**config.mk**
```make
export PLATFORM = sky130hd
export DESIGN_NAME = ipv4_prefix_table_lpm_flat
export DESIGN_NICKNAME = d
export VERILOG_FILES = /design/src/rtl/core/iptl_pkg.sv /design/src/rtl/core/iptl_req_if.sv /design/src/rtl/core/iptl_rsp_if.sv /design/src/rtl/core/ipv4_prefix_table_lpm.sv /design/src/rtl/core/iptl_ram.sv /design/src/rtl/core/iptl_ctrl.sv /design/src/rtl/core/iptl_dp.sv /design/src/flat_wrapper.sv
export SDC_FILE = /design/constraint.sdc
export NUM_CORES = 2
export LEC_CHECK = 0
export ABC_AREA = 1
export BUFFER_PORTS_ARGS = -buffer_cell sky130_fd_sc_hd__buf_2
export CORE_MARGIN = 2
export CORE_UTILIZATION = 50
export CTS_BUF_LIST = sky130_fd_sc_hd__clkbuf_2 sky130_fd_sc_hd__clkbuf_4 sky130_fd_sc_hd__clkbuf_8
export CTS_CLUSTER_DIAMETER = 80
export DETAILED_ROUTE_END_ITERATION = 6
export GPL_TIMING_DRIVEN = 0
export PLACE_DENSITY = 0.65
export SYNTH_ARGS = -nofsm -noshare
export SYNTH_HDL_FRONTEND = slang
export SYNTH_SLANG_ARGS = --single-unit
```
**constraint.sdc**
```tcl
create_clock -name clk -period 6.8 [get_ports clk]
set_input_delay 0.68 -clock clk [delete_from_list [all_inputs] [get_ports clk]]
set_output_delay 0.68 -clock clk [all_outputs]
set_load 0.03 [all_outputs]
```
**src/rtl/core/iptl_pkg.sv**
```systemverilog
// shared types, constants and helpers of the ipv4 prefix table
`timescale 1ns / 1ps

package iptl_pkg;

	localparam int ADDR_W   = 32;
	localparam int LEN_W    = 6;
	localparam int KIND_W   = 2;
	localparam int STATUS_W = 2;

	// longest legal prefix length
	localparam logic [LEN_W-1:0] LEN_MAX = 6'd32;

	typedef enum logic [KIND_W-1:0] {
		KIND_ADD   = 2'd0,
		KIND_DEL   = 2'd1,
		KIND_CHECK = 2'd2
	} kind_t;

	typedef enum logic [STATUS_W-1:0] {
		ST_OK       = 2'd0,
		ST_BAD_LEN  = 2'd1,
		ST_MISS     = 2'd2,
		ST_CAPACITY = 2'd3
	} status_t;

	typedef struct packed {
		logic [ADDR_W-1:0] base;
		logic [LEN_W-1:0]  len;
	} entry_t;

	localparam int ENTRY_W = $bits(entry_t);

	typedef struct packed {
		logic [KIND_W-1:0] kind;
		logic [ADDR_W-1:0] prefix_base;
		logic [LEN_W-1:0]  prefix_length;
		logic [ADDR_W-1:0] address;
	} req_t;

	typedef enum logic [1:0] {
		MODE_NONE,
		MODE_SCAN,
		MODE_DOWN,
		MODE_UP
	} mode_t;

	typedef enum logic [2:0] {
		S_IDLE,
		S_DECODE,
		S_SCAN,
		S_SHIFT_DN,
		S_INSERT,
		S_SHIFT_UP,
		S_DONE
	} state_t;

	typedef struct packed {
		logic    latch_req;
		logic    start_scan;
		logic    start_dn;
		logic    start_up;
		logic    write_new;
		logic    count_inc;
		logic    count_dec;
		logic    load_rsp;
		status_t status;
	} cmd_t;

	typedef struct packed {
		logic [KIND_W-1:0] kind;
		logic              len_bad;
		logic              count_zero;
		logic              count_full;
		logic              busy;
		logic              hit;
		logic              rsp_free;
	} sts_t;

	// n most significant bits set
	function automatic logic [ADDR_W-1:0] prefix_mask(input logic [LEN_W-1:0] len);
		logic [LEN_W-1:0] sh;
		sh = LEN_MAX - len;
		if (len == '0) begin
			return '0;
		end else if (len >= LEN_MAX) begin
			return '1;
		end else begin
			return {ADDR_W{1'b1}} << sh;
		end
	endfunction

endpackage

```
**src/rtl/core/iptl_req_if.sv**
```systemverilog
// request channel of the ipv4 prefix table
`timescale 1ns / 1ps

interface iptl_req_if;
	import iptl_pkg::*;

	logic              valid;
	logic              ready;
	logic [KIND_W-1:0] kind;
	logic [ADDR_W-1:0] prefix_base;
	logic [LEN_W-1:0]  prefix_length;
	logic [ADDR_W-1:0] address;

	modport source (output valid, kind, prefix_base, prefix_length, address, input ready);
	modport sink (input valid, kind, prefix_base, prefix_length, address, output ready);
endinterface

```
**src/rtl/core/iptl_rsp_if.sv**
```systemverilog
// result channel of the ipv4 prefix table
`timescale 1ns / 1ps

interface iptl_rsp_if;
	import iptl_pkg::*;

	logic                valid;
	logic                ready;
	logic [STATUS_W-1:0] status;
	logic                found;
	logic [LEN_W-1:0]    match_length;

	modport source (output valid, status, found, match_length, input ready);
	modport sink (input valid, status, found, match_length, output ready);
endinterface

```
**src/rtl/core/ipv4_prefix_table_lpm.sv**
```systemverilog
// top level of the ipv4 longest prefix match table
`timescale 1ns / 1ps

// one request at a time, the next accepted the cycle after the result is loaded,
//   set by the single ram read port walking the table
// reset: arst_n clears the entry count, the controller and the result valid; table ram
//   contents are left as they are and never read before written (no clearing pass)
module ipv4_prefix_table_lpm #(
	parameter int TABLE_DEPTH = 64
) (
	input  logic       clk,
	input  logic       arst_n,
	iptl_req_if.sink   req,
	iptl_rsp_if.source rsp
);
	import iptl_pkg::*;

	// command and status between the controller and the datapath
	cmd_t cmd;
	sts_t sts;
	req_t req_payload;

	// request fields packed for the datapath latch
	assign req_payload.kind          = req.kind;
	assign req_payload.prefix_base   = req.prefix_base;
	assign req_payload.prefix_length = req.prefix_length;
	assign req_payload.address       = req.address;

	// sequencer: decode, scan, shift, insert, then hand the result to the output register
	iptl_ctrl u_ctrl (
		.clk     (clk),
		.arst_n  (arst_n),
		.in_valid(req.valid),
		.in_ready(req.ready),
		.sts     (sts),
		.cmd     (cmd)
	);

	// entry ram, scan and shift engine, output register
	iptl_dp #(
		.TABLE_DEPTH(TABLE_DEPTH)
	) u_dp (
		.clk             (clk),
		.arst_n          (arst_n),
		.req             (req_payload),
		.cmd             (cmd),
		.sts             (sts),
		.rsp_ready       (rsp.ready),
		.rsp_valid       (rsp.valid),
		.rsp_status      (rsp.status),
		.rsp_found       (rsp.found),
		.rsp_match_length(rsp.match_length)
	);
endmodule

```
**src/rtl/core/iptl_ram.sv**
```systemverilog
// generic single write, single read ram with registered read data
`timescale 1ns / 1ps

module iptl_ram #(
	parameter int WIDTH = 38,
	parameter int DEPTH = 64
) (
	input  logic                     clk,
	input  logic                     we,
	input  logic [$clog2(DEPTH)-1:0] waddr,
	input  logic [WIDTH-1:0]         wdata,
	input  logic [$clog2(DEPTH)-1:0] raddr,
	output logic [WIDTH-1:0]         rdata
);
	logic [WIDTH-1:0] mem_q [DEPTH];

	always_ff @(posedge clk) begin
		if (we) begin
			mem_q[waddr] <= wdata;
		end
		rdata <= mem_q[raddr];
	end
endmodule

```
**src/rtl/core/iptl_ctrl.sv**
```systemverilog
// controller state machine of the ipv4 prefix table
`timescale 1ns / 1ps

module iptl_ctrl (
	input  logic          clk,
	input  logic          arst_n,
	input  logic          in_valid,
	output logic          in_ready,
	input  iptl_pkg::sts_t sts,
	output iptl_pkg::cmd_t cmd
);
	import iptl_pkg::*;

	state_t  state_q, state_d;
	status_t status_q, status_d;

	always_ff @(posedge clk or negedge arst_n) begin
		if (!arst_n) begin
			state_q  <= S_IDLE;
			status_q <= ST_OK;
		end else begin
			state_q  <= state_d;
			status_q <= status_d;
		end
	end

	// next state
	always_comb begin
		state_d  = state_q;
		status_d = status_q;
		unique case (state_q)
			S_IDLE: begin
				if (in_valid) begin
					state_d  = S_DECODE;
					status_d = ST_OK;
				end
			end
			S_DECODE: begin
				unique case (sts.kind)
					KIND_CHECK: state_d = S_SCAN;
					KIND_ADD: begin
						if (sts.len_bad) begin
							status_d = ST_BAD_LEN;
							state_d  = S_DONE;
						end else begin
							state_d = S_SCAN;
						end
					end
					KIND_DEL: begin
						if (sts.len_bad) begin
							status_d = ST_BAD_LEN;
							state_d  = S_DONE;
						end else if (sts.count_zero) begin
							status_d = ST_CAPACITY;
							state_d  = S_DONE;
						end else begin
							state_d = S_SCAN;
						end
					end
					default: state_d = S_DONE;
				endcase
			end
			S_SCAN: begin
				if (!sts.busy) begin
					unique case (sts.kind)
						KIND_ADD: begin
							if (sts.hit) begin
								status_d = ST_MISS;
								state_d  = S_DONE;
							end else if (sts.count_full) begin
								status_d = ST_CAPACITY;
								state_d  = S_DONE;
							end else begin
								state_d = S_SHIFT_DN;
							end
						end
						KIND_DEL: begin
							if (sts.hit) begin
								state_d = S_SHIFT_UP;
							end else begin
								status_d = ST_MISS;
								state_d  = S_DONE;
							end
						end
						default: state_d = S_DONE;
					endcase
				end
			end
			S_SHIFT_DN: begin
				if (!sts.busy) begin
					state_d = S_INSERT;
				end
			end
			S_INSERT: state_d = S_DONE;
			S_SHIFT_UP: begin
				if (!sts.busy) begin
					state_d = S_DONE;
				end
			end
			S_DONE: begin
				if (sts.rsp_free) begin
					state_d = S_IDLE;
				end
			end
			default: state_d = S_IDLE;
		endcase
	end

	// commands
	always_comb begin
		cmd        = '0;
		cmd.status = status_q;
		in_ready   = 1'b0;
		unique case (state_q)
			S_IDLE: begin
				in_ready      = 1'b1;
				cmd.latch_req = in_valid;
			end
			S_DECODE: begin
				unique case (sts.kind)
					KIND_CHECK: cmd.start_scan = 1'b1;
					KIND_ADD:   cmd.start_scan = !sts.len_bad;
					KIND_DEL:   cmd.start_scan = !sts.len_bad && !sts.count_zero;
					default:    cmd.start_scan = 1'b0;
				endcase
			end
			S_SCAN: begin
				if (!sts.busy) begin
					cmd.start_dn = (sts.kind == KIND_ADD) && !sts.hit && !sts.count_full;
					cmd.start_up = (sts.kind == KIND_DEL) && sts.hit;
				end
			end
			S_SHIFT_DN: cmd.start_dn = 1'b0;
			S_INSERT: begin
				cmd.write_new = 1'b1;
				cmd.count_inc = 1'b1;
			end
			S_SHIFT_UP: cmd.count_dec = !sts.busy;
			S_DONE:     cmd.load_rsp = sts.rsp_free;
			default:    cmd.load_rsp = 1'b0;
		endcase
	end

`ifndef SYNTH
	a_accept_decodes: assert property (@(posedge clk) disable iff (!arst_n)
		(in_valid && in_ready) |=> (state_q == S_DECODE))
		else $error("accepted request did not move to decode");

	a_insert_then_done: assert property (@(posedge clk) disable iff (!arst_n)
		(state_q == S_INSERT) |=> (state_q == S_DONE))
		else $error("insert step did not finish the request");

	a_one_start: assert property (@(posedge clk) disable iff (!arst_n)
		$onehot0({cmd.start_scan, cmd.start_dn, cmd.start_up}))
		else $error("more than one engine start in a cycle");
`endif
endmodule

```
**src/rtl/core/iptl_dp.sv**
```systemverilog
// datapath of the ipv4 prefix table: entry ram, scan and shift engine, result register
`timescale 1ns / 1ps

module iptl_dp #(
	parameter int TABLE_DEPTH = 64
) (
	input  logic                            clk,
	input  logic                            arst_n,
	input  iptl_pkg::req_t                  req,
	input  iptl_pkg::cmd_t                  cmd,
	output iptl_pkg::sts_t                  sts,
	input  logic                            rsp_ready,
	output logic                            rsp_valid,
	output logic [iptl_pkg::STATUS_W-1:0]   rsp_status,
	output logic                            rsp_found,
	output logic [iptl_pkg::LEN_W-1:0]      rsp_match_length
);
	import iptl_pkg::*;

	localparam int IW = $clog2(TABLE_DEPTH);
	localparam int CW = $clog2(TABLE_DEPTH + 1);

	// latched request
	logic [KIND_W-1:0] kind_q;
	logic [ADDR_W-1:0] base_q;
	logic [LEN_W-1:0]  len_q;
	logic [ADDR_W-1:0] addr_q;

	logic [CW-1:0] count_q;
	logic [CW-1:0] idx_q, idx_d, idx_m1;
	logic [CW-1:0] pos_q;
	mode_t         mode_q, mode_d;
	logic          hit_q, pos_found_q;
	logic [LEN_W-1:0] hit_len_q;

	logic          rd_valid_s1;
	logic [IW-1:0] rd_idx_s1;

	logic               we, issue;
	logic [IW-1:0]      waddr, raddr;
	logic [ENTRY_W-1:0] wdata, rdata;
	entry_t             ent;
	logic               exact, masked, match, stop_now, shorter;

	logic          rsp_valid_q, rsp_found_q;
	status_t       rsp_status_q;
	logic [LEN_W-1:0] rsp_mlen_q;

	iptl_ram #(
		.WIDTH(ENTRY_W),
		.DEPTH(TABLE_DEPTH)
	) u_ram (
		.clk  (clk),
		.we   (we),
		.waddr(waddr),
		.wdata(wdata),
		.raddr(raddr),
		.rdata(rdata)
	);

	assign ent      = entry_t'(rdata);
	assign exact    = (ent.base == base_q) && (ent.len == len_q);
	assign masked   = ((addr_q & prefix_mask(ent.len)) == ent.base);
	assign match    = (kind_q == KIND_CHECK) ? masked : exact;
	assign stop_now = (mode_q == MODE_SCAN) && rd_valid_s1 && match;
	assign shorter  = (mode_q == MODE_SCAN) && rd_valid_s1 && (kind_q == KIND_ADD)
		&& !pos_found_q && (ent.len < len_q);
	assign idx_m1   = idx_q - CW'(1);

	// engine sequencing and ram port muxing
	always_comb begin
		mode_d = mode_q;
		idx_d  = idx_q;
		issue  = 1'b0;
		raddr  = idx_q[IW-1:0];
		we     = 1'b0;
		waddr  = pos_q[IW-1:0];
		wdata  = {base_q, len_q};
		unique case (mode_q)
			MODE_NONE: issue = 1'b0;
			MODE_SCAN: begin
				if (stop_now) begin
					mode_d = MODE_NONE;
				end else if (idx_q < count_q) begin
					issue = 1'b1;
					idx_d = idx_q + CW'(1);
				end else if (!rd_valid_s1) begin
					mode_d = MODE_NONE;
				end
			end
			MODE_UP: begin
				// close the gap: entry j+1 moves to j
				if (rd_valid_s1) begin
					we    = 1'b1;
					waddr = rd_idx_s1 - IW'(1);
					wdata = rdata;
				end
				if (idx_q < count_q) begin
					issue = 1'b1;
					idx_d = idx_q + CW'(1);
				end else if (!rd_valid_s1) begin
					mode_d = MODE_NONE;
				end
			end
			MODE_DOWN: begin
				// open a slot: entry j moves to j+1, from the tail down
				raddr = idx_m1[IW-1:0];
				if (rd_valid_s1) begin
					we    = 1'b1;
					waddr = rd_idx_s1 + IW'(1);
					wdata = rdata;
				end
				if (idx_q > pos_q) begin
					issue = 1'b1;
					idx_d = idx_m1;
				end else if (!rd_valid_s1) begin
					mode_d = MODE_NONE;
				end
			end
			default: mode_d = MODE_NONE;
		endcase
		if (cmd.write_new) begin
			we    = 1'b1;
			waddr = pos_q[IW-1:0];
			wdata = {base_q, len_q};
		end
		if (cmd.start_scan) begin
			mode_d = MODE_SCAN;
			idx_d  = '0;
		end else if (cmd.start_dn) begin
			mode_d = MODE_DOWN;
			idx_d  = count_q;
		end else if (cmd.start_up) begin
			mode_d = MODE_UP;
			idx_d  = pos_q + CW'(1);
		end
	end

	always_ff @(posedge clk or negedge arst_n) begin
		if (!arst_n) begin
			mode_q      <= MODE_NONE;
			rd_valid_s1 <= 1'b0;
			count_q     <= '0;
			rsp_valid_q <= 1'b0;
		end else begin
			mode_q      <= mode_d;
			rd_valid_s1 <= issue;
			if (cmd.count_inc) begin
				count_q <= count_q + CW'(1);
			end else if (cmd.count_dec) begin
				count_q <= count_q - CW'(1);
			end
			if (cmd.load_rsp) begin
				rsp_valid_q <= 1'b1;
			end else if (rsp_ready) begin
				rsp_valid_q <= 1'b0;
			end
		end
	end

	always_ff @(posedge clk) begin
		idx_q     <= idx_d;
		rd_idx_s1 <= raddr;
		if (cmd.latch_req) begin
			kind_q      <= req.kind;
			base_q      <= req.prefix_base;
			len_q       <= req.prefix_length;
			addr_q      <= req.address;
			hit_q       <= 1'b0;
			hit_len_q   <= '0;
		end
		if (cmd.start_scan) begin
			pos_q       <= count_q;
			pos_found_q <= 1'b0;
		end
		if (stop_now) begin
			hit_q     <= 1'b1;
			hit_len_q <= ent.len;
			pos_q     <= CW'(rd_idx_s1);
		end else if (shorter) begin
			pos_found_q <= 1'b1;
			pos_q       <= CW'(rd_idx_s1);
		end
		if (cmd.load_rsp) begin
			rsp_status_q <= cmd.status;
			rsp_found_q  <= (kind_q == KIND_CHECK) && hit_q;
			rsp_mlen_q   <= ((kind_q == KIND_CHECK) && hit_q) ? hit_len_q : '0;
		end
	end

	assign sts.kind       = kind_q;
	assign sts.len_bad    = (len_q > LEN_MAX);
	assign sts.count_zero = (count_q == '0);
	assign sts.count_full = (count_q == CW'(TABLE_DEPTH));
	assign sts.busy       = (mode_q != MODE_NONE);
	assign sts.hit        = hit_q;
	assign sts.rsp_free   = !rsp_valid_q || rsp_ready;

	assign rsp_valid        = rsp_valid_q;
	assign rsp_status       = rsp_status_q;
	assign rsp_found        = rsp_found_q;
	assign rsp_match_length = rsp_mlen_q;

`ifndef SYNTH
	a_count_range: assert property (@(posedge clk) disable iff (!arst_n)
		count_q <= CW'(TABLE_DEPTH))
		else $error("entry count beyond table depth");

	a_grow_room: assert property (@(posedge clk) disable iff (!arst_n)
		cmd.count_inc |-> (count_q < CW'(TABLE_DEPTH)) && (mode_q == MODE_NONE))
		else $error("insert into full table or while engine busy");

	a_write_alone: assert property (@(posedge clk) disable iff (!arst_n)
		(cmd.write_new || cmd.count_dec) |-> !rd_valid_s1)
		else $error("table update overlaps a pending ram read");

	a_rsp_loaded: assert property (@(posedge clk) disable iff (!arst_n)
		cmd.load_rsp |=> rsp_valid_q)
		else $error("result not presented after load");
`endif
endmodule

```
**src/flat_wrapper.sv**
```systemverilog
// flat-port wrapper written by rule: the top's interface ports become plain ports
module ipv4_prefix_table_lpm_flat import iptl_pkg::*;
#(
	parameter int TABLE_DEPTH = 64
)
  (clk, arst_n, req_valid, req_kind, req_prefix_base, req_prefix_length, req_address, req_ready, rsp_valid, rsp_status, rsp_found, rsp_match_length, rsp_ready);
  iptl_req_if req_i ();
  iptl_rsp_if rsp_i ();
  input  logic clk;
  input  logic arst_n;
  input wire logic [$bits(req_i.valid)-1:0] req_valid;
  input wire logic [$bits(req_i.kind)-1:0] req_kind;
  input wire logic [$bits(req_i.prefix_base)-1:0] req_prefix_base;
  input wire logic [$bits(req_i.prefix_length)-1:0] req_prefix_length;
  input wire logic [$bits(req_i.address)-1:0] req_address;
  output wire logic [$bits(req_i.ready)-1:0] req_ready;
  output wire logic [$bits(rsp_i.valid)-1:0] rsp_valid;
  output wire logic [$bits(rsp_i.status)-1:0] rsp_status;
  output wire logic [$bits(rsp_i.found)-1:0] rsp_found;
  output wire logic [$bits(rsp_i.match_length)-1:0] rsp_match_length;
  input wire logic [$bits(rsp_i.ready)-1:0] rsp_ready;
  assign req_i.valid = req_valid;
  assign req_i.kind = req_kind;
  assign req_i.prefix_base = req_prefix_base;
  assign req_i.prefix_length = req_prefix_length;
  assign req_i.address = req_address;
  assign req_ready = req_i.ready;
  assign rsp_valid = rsp_i.valid;
  assign rsp_status = rsp_i.status;
  assign rsp_found = rsp_i.found;
  assign rsp_match_length = rsp_i.match_length;
  assign rsp_i.ready = rsp_ready;
  ipv4_prefix_table_lpm #(.TABLE_DEPTH(TABLE_DEPTH)) u_core (.clk(clk), .arst_n(arst_n), .req(req_i), .rsp(rsp_i));
endmodule
```
==> impl_metrics.env <==
export IMPL_outcome="finished with violations"
export IMPL_violations="max-capacitance violations, max-slew violations"
export IMPL_finalCritPeriodShare_pct=86.6
export IMPL_fillCellCount=16600
export IMPL_initial_core_util_pct=50.3
export IMPL_cts_sink_count=2595
export IMPL_drt_iter0_drc=8710
export IMPL_synth_nets=7352
export IMPL_fp_row_count=169
export IMPL_numPortBuffers=86
export IMPL_fin_area_mm2=0.124
export IMPL_p_per_area_mw_per_mm2=532
export IMPL_cts_setup_buffers=0
export IMPL_ir_worst_vdd_mv=0.320
export IMPL_critical_path_max_fanout=10
export IMPL_grt_setup_unrepaired="no"
export IMPL_grt_pass1_vias=64600
export IMPL_cts_hold_buf=76
export IMPL_final_cells=11100
export IMPL_yosysWarnings=0
export IMPL_finalNetCount=8093
export IMPL_yosysUniqueCellTypes=51
export IMPL_antenna_found_initial=31
export IMPL_finalSetupViolations=0
export IMPL_grt_total_usage_pct=31.1
export IMPL_num_io_pins=87
export IMPL_gr_total_overflow=0
export IMPL_crit_arrival_ps=6830
export IMPL_die_area_mm2=0.217
export IMPL_drive_gt1_share_pct=21.2
export IMPL_hpwlAfterDp_um=246000
export IMPL_placeableCoreArea_mm2=0.212
export IMPL_die_width_um=466
export IMPL_wl_um=343000
export IMPL_worst_ep_required_time_ps=7740
export IMPL_synth_cell_area_mm2=0.107
export IMPL_fin_crit_ps=5890
export IMPL_p_leak_uw=0.0427
export IMPL_vias=66600
export IMPL_postSynthCellCount=7236
export IMPL_end_kind="flop"
export IMPL_worstSetupPathType="reg -> reg"
export IMPL_total_power_uw=65900
export IMPL_place_area_mm2=0.115
export IMPL_tns_ps=0
export IMPL_cts_tree="yes"
export IMPL_first_pass_iters=6
export IMPL_cts_buffer_depth=4
export IMPL_synth_async_reset_ratio_pct=0.617
export IMPL_die_h_um=466
export IMPL_grt_pass1_wl_um=472000
export IMPL_h_tree_depth=5
export IMPL_synth_edf_count=2525
export IMPL_fmax_mhz=170
export IMPL_ys_seq_elements=2595
export IMPL_avgViaCountPerCell=5.99
export IMPL_finish_utilization_pct=58.4
export IMPL_finClkSkew_ps=82.4
export IMPL_syn_to_final_growth_pct=16.0
export IMPL_ys_dominant_reg_cell="edfxtp_1"
export IMPL_wire_per_inst_um=30.8
export IMPL_maxSlewHeadroom_pct=-4.97
export IMPL_worstMarginPinSlew_ps=1570
export IMPL_cts_root_buf="clkbuf_8"
export IMPL_place_gp_congestion=1.03
export IMPL_seq_area_frac_synth_pct=72.4
export IMPL_drcViolationCount=0
export IMPL_hold_path_class="in -> reg"
export IMPL_clk_latency_ps=1150
export IMPL_cap_violations=6
export IMPL_syn_avg_cell_area_um2=14.8
export IMPL_numCtsBuffers=428
export IMPL_hold_viol=0
export IMPL_clkTransAtPathRegs_ps=70
export IMPL_dp_cells=10300
export IMPL_drv_slew=45
export IMPL_drtAntennaViolNets=0
export IMPL_cts_resized=0
export IMPL_grt_max_degree=57
export IMPL_startpoint_type="flop"
[registers in the layout, summed over array words and instances, names as in the netlist, 2 cells and up]
name	flops
u_core.u_ctrl.state_q	3
u_core.u_ctrl.status_q	2
u_core.u_dp.addr_q	32
u_core.u_dp.base_q	32
u_core.u_dp.count_q	7
u_core.u_dp.hit_len_q	6
u_core.u_dp.idx_q	7
u_core.u_dp.kind_q	2
u_core.u_dp.len_q	6
u_core.u_dp.mode_q	2
u_core.u_dp.pos_q	7
u_core.u_dp.rd_idx_s1	6
u_core.u_dp.rsp_match_length	6
u_core.u_dp.rsp_status	2
u_core.u_dp.u_ram.mem_q	2432
u_core.u_dp.u_ram.rdata	38
[cell type report]
| class | instances | area, µm² | share of cell area [%] |
|---|---|---|---|
| Buffer | 410 | 1740 | 1.41 |
| Tap cell | 2821 | 3530 | 2.85 |
| Multi-Input combinational cell | 4080 | 28100 | 22.7 |
| Timing Repair Buffer | 311 | 4520 | 3.65 |
| Clock inverter | 168 | 958 | 0.773 |
| Sequential cell | 2595 | 77300 | 62.4 |
| Clock buffer | 586 | 7130 | 5.76 |
| Inverter | 151 | 569 | 0.459 |
| Antenna cell | 7 | 17.5 | 0.0141 |
[placed cells by master, fill, tap and decap left out, drive strengths merged, types with 7 or more instances in the layout]
cell type and n:
edfxtp 2525, nand2 1183, clkbuf 816, o21ai 713, mux2i 646, mux2 608
buf 415, o211ai 310, nor2 203, clkinv 153, inv 151, nand3 144
a21oi 109, dlygate4sd3 76, dfxtp 54, a32oi 39, ha 39, dfrtp 16
nor3 15, xor2 14, xnor2 13, nand4 11, bufinv 8, diode 7
clkinvlp 7
[kinds of logic after synthesis]
group | Yosys count | share of synthesized area [%]
and+or+nand+nor | 1563 | 5.80
xor gates and xnor gates | 27 | 0.221
DFF | 2595 | 72.4
muxes | 1254 | 12.5
adders and majority gates | 40 | 0.475
buffers and inverters | 561 | 2.15
AOI/OAI and AO/OA | 1196 | 6.53
[stage by stage]
step	hold slack [ps]	setup WS, ps
floorplan	384	2060
global placement	437	-6240
detailed placement	446	984
CTS	166	958
global route	226	700
finish	257	913
[Yosys cell counts, types with 2 or more instances]
cell | n | share of area (%)
nand2_2 | 8 | 0.047
ha_1 | 39 | 0.46
o22ai_1 | 2 | 0.012
nand2_1 | 1172 | 4.1
mux2_2 | 608 | 6.4
clkinv_1 | 3 | 0.011
o21a_1 | 4 | 0.028
dfxtp_1 | 54 | 1.0
buf_2 | 124 | 0.58
o21ai_0 | 639 | 3.0
nor2_4 | 3 | 0.032
mux2i_1 | 646 | 6.1
inv_2 | 2 | 0.0070
xnor2_1 | 13 | 0.11
clkbuf_1 | 230 | 0.81
nand3_1 | 143 | 0.67
buf_4 | 7 | 0.049
nor4_1 | 3 | 0.018
a211oi_1 | 6 | 0.042
edfxtp_1 | 2525 | 71
a32oi_1 | 39 | 0.32
a21o_1 | 2 | 0.014
a21oi_1 | 109 | 0.51
nor3_1 | 13 | 0.061
nand2_4 | 3 | 0.032
o211ai_1 | 310 | 2.2
inv_1 | 146 | 0.51
o21ai_1 | 74 | 0.35
dfrtp_1 | 16 | 0.37
buf_6 | 2 | 0.021
a31oi_1 | 3 | 0.018
xor2_1 | 14 | 0.11
nand4_1 | 11 | 0.064
or2_2 | 2 | 0.012
buf_1 | 47 | 0.17
nor2_1 | 199 | 0.70
[critical path, stage by stage, from the launching register on]
cell and delay [ps]:
dfrtp_1 410, inv_1 150, ha_1 340, inv_2 150, clkbuf_1 290, ha_1 400, buf_4 340, buf_4 400
clkbuf_1 1030, buf_2 520, mux2i_1 220, o21ai_0 80, o21ai_0 720, nand2_1 110, nand3_1 350, a32oi_1 210
[power by group]
group	switching (µW)	leakage [µW]	total, µW	internal (µW)
clock network	6140	0.00430	13200	7050
registers	498	0.0234	19800	19300
logic	22900	0.0150	32900	10000
total	29500	0.0427	65900	36300
[path summary, 6_finish.rpt]
check / start / end / slack, ps / cells after the start
setup / recovery: u_core.u_dp.mode_q[0] / u_core.u_dp.u_ram.rdata[21] / 910 / 15
hold / removal: req_address[18] / u_core.u_dp.addr_q[18] / 260 / 2
setup reg to reg: u_core.u_dp.mode_q[0] / u_core.u_dp.u_ram.rdata[21] / 910 / 15
hold reg to reg: u_core.u_ctrl.status_q[0] / u_core.u_dp.rsp_status[0] / 460 / 0
max in group asynchronous: arst_n / u_core.u_dp.mode_q[0] / 5490 / 3
min in group asynchronous: arst_n / u_core.u_ctrl.state_q[0] / 730 / 3
[routing by layer]
layer  track usage (%)  up-vias  routed length, µm
li1                  -    28800                  -
met4              16.2       10              20600
met5                 0        -                 67
met1              42.0    33700             136000
met2              47.6     3453             154000
met3              6.51      738              32000
Note: power is estimated with default switching activity, not from simulation.
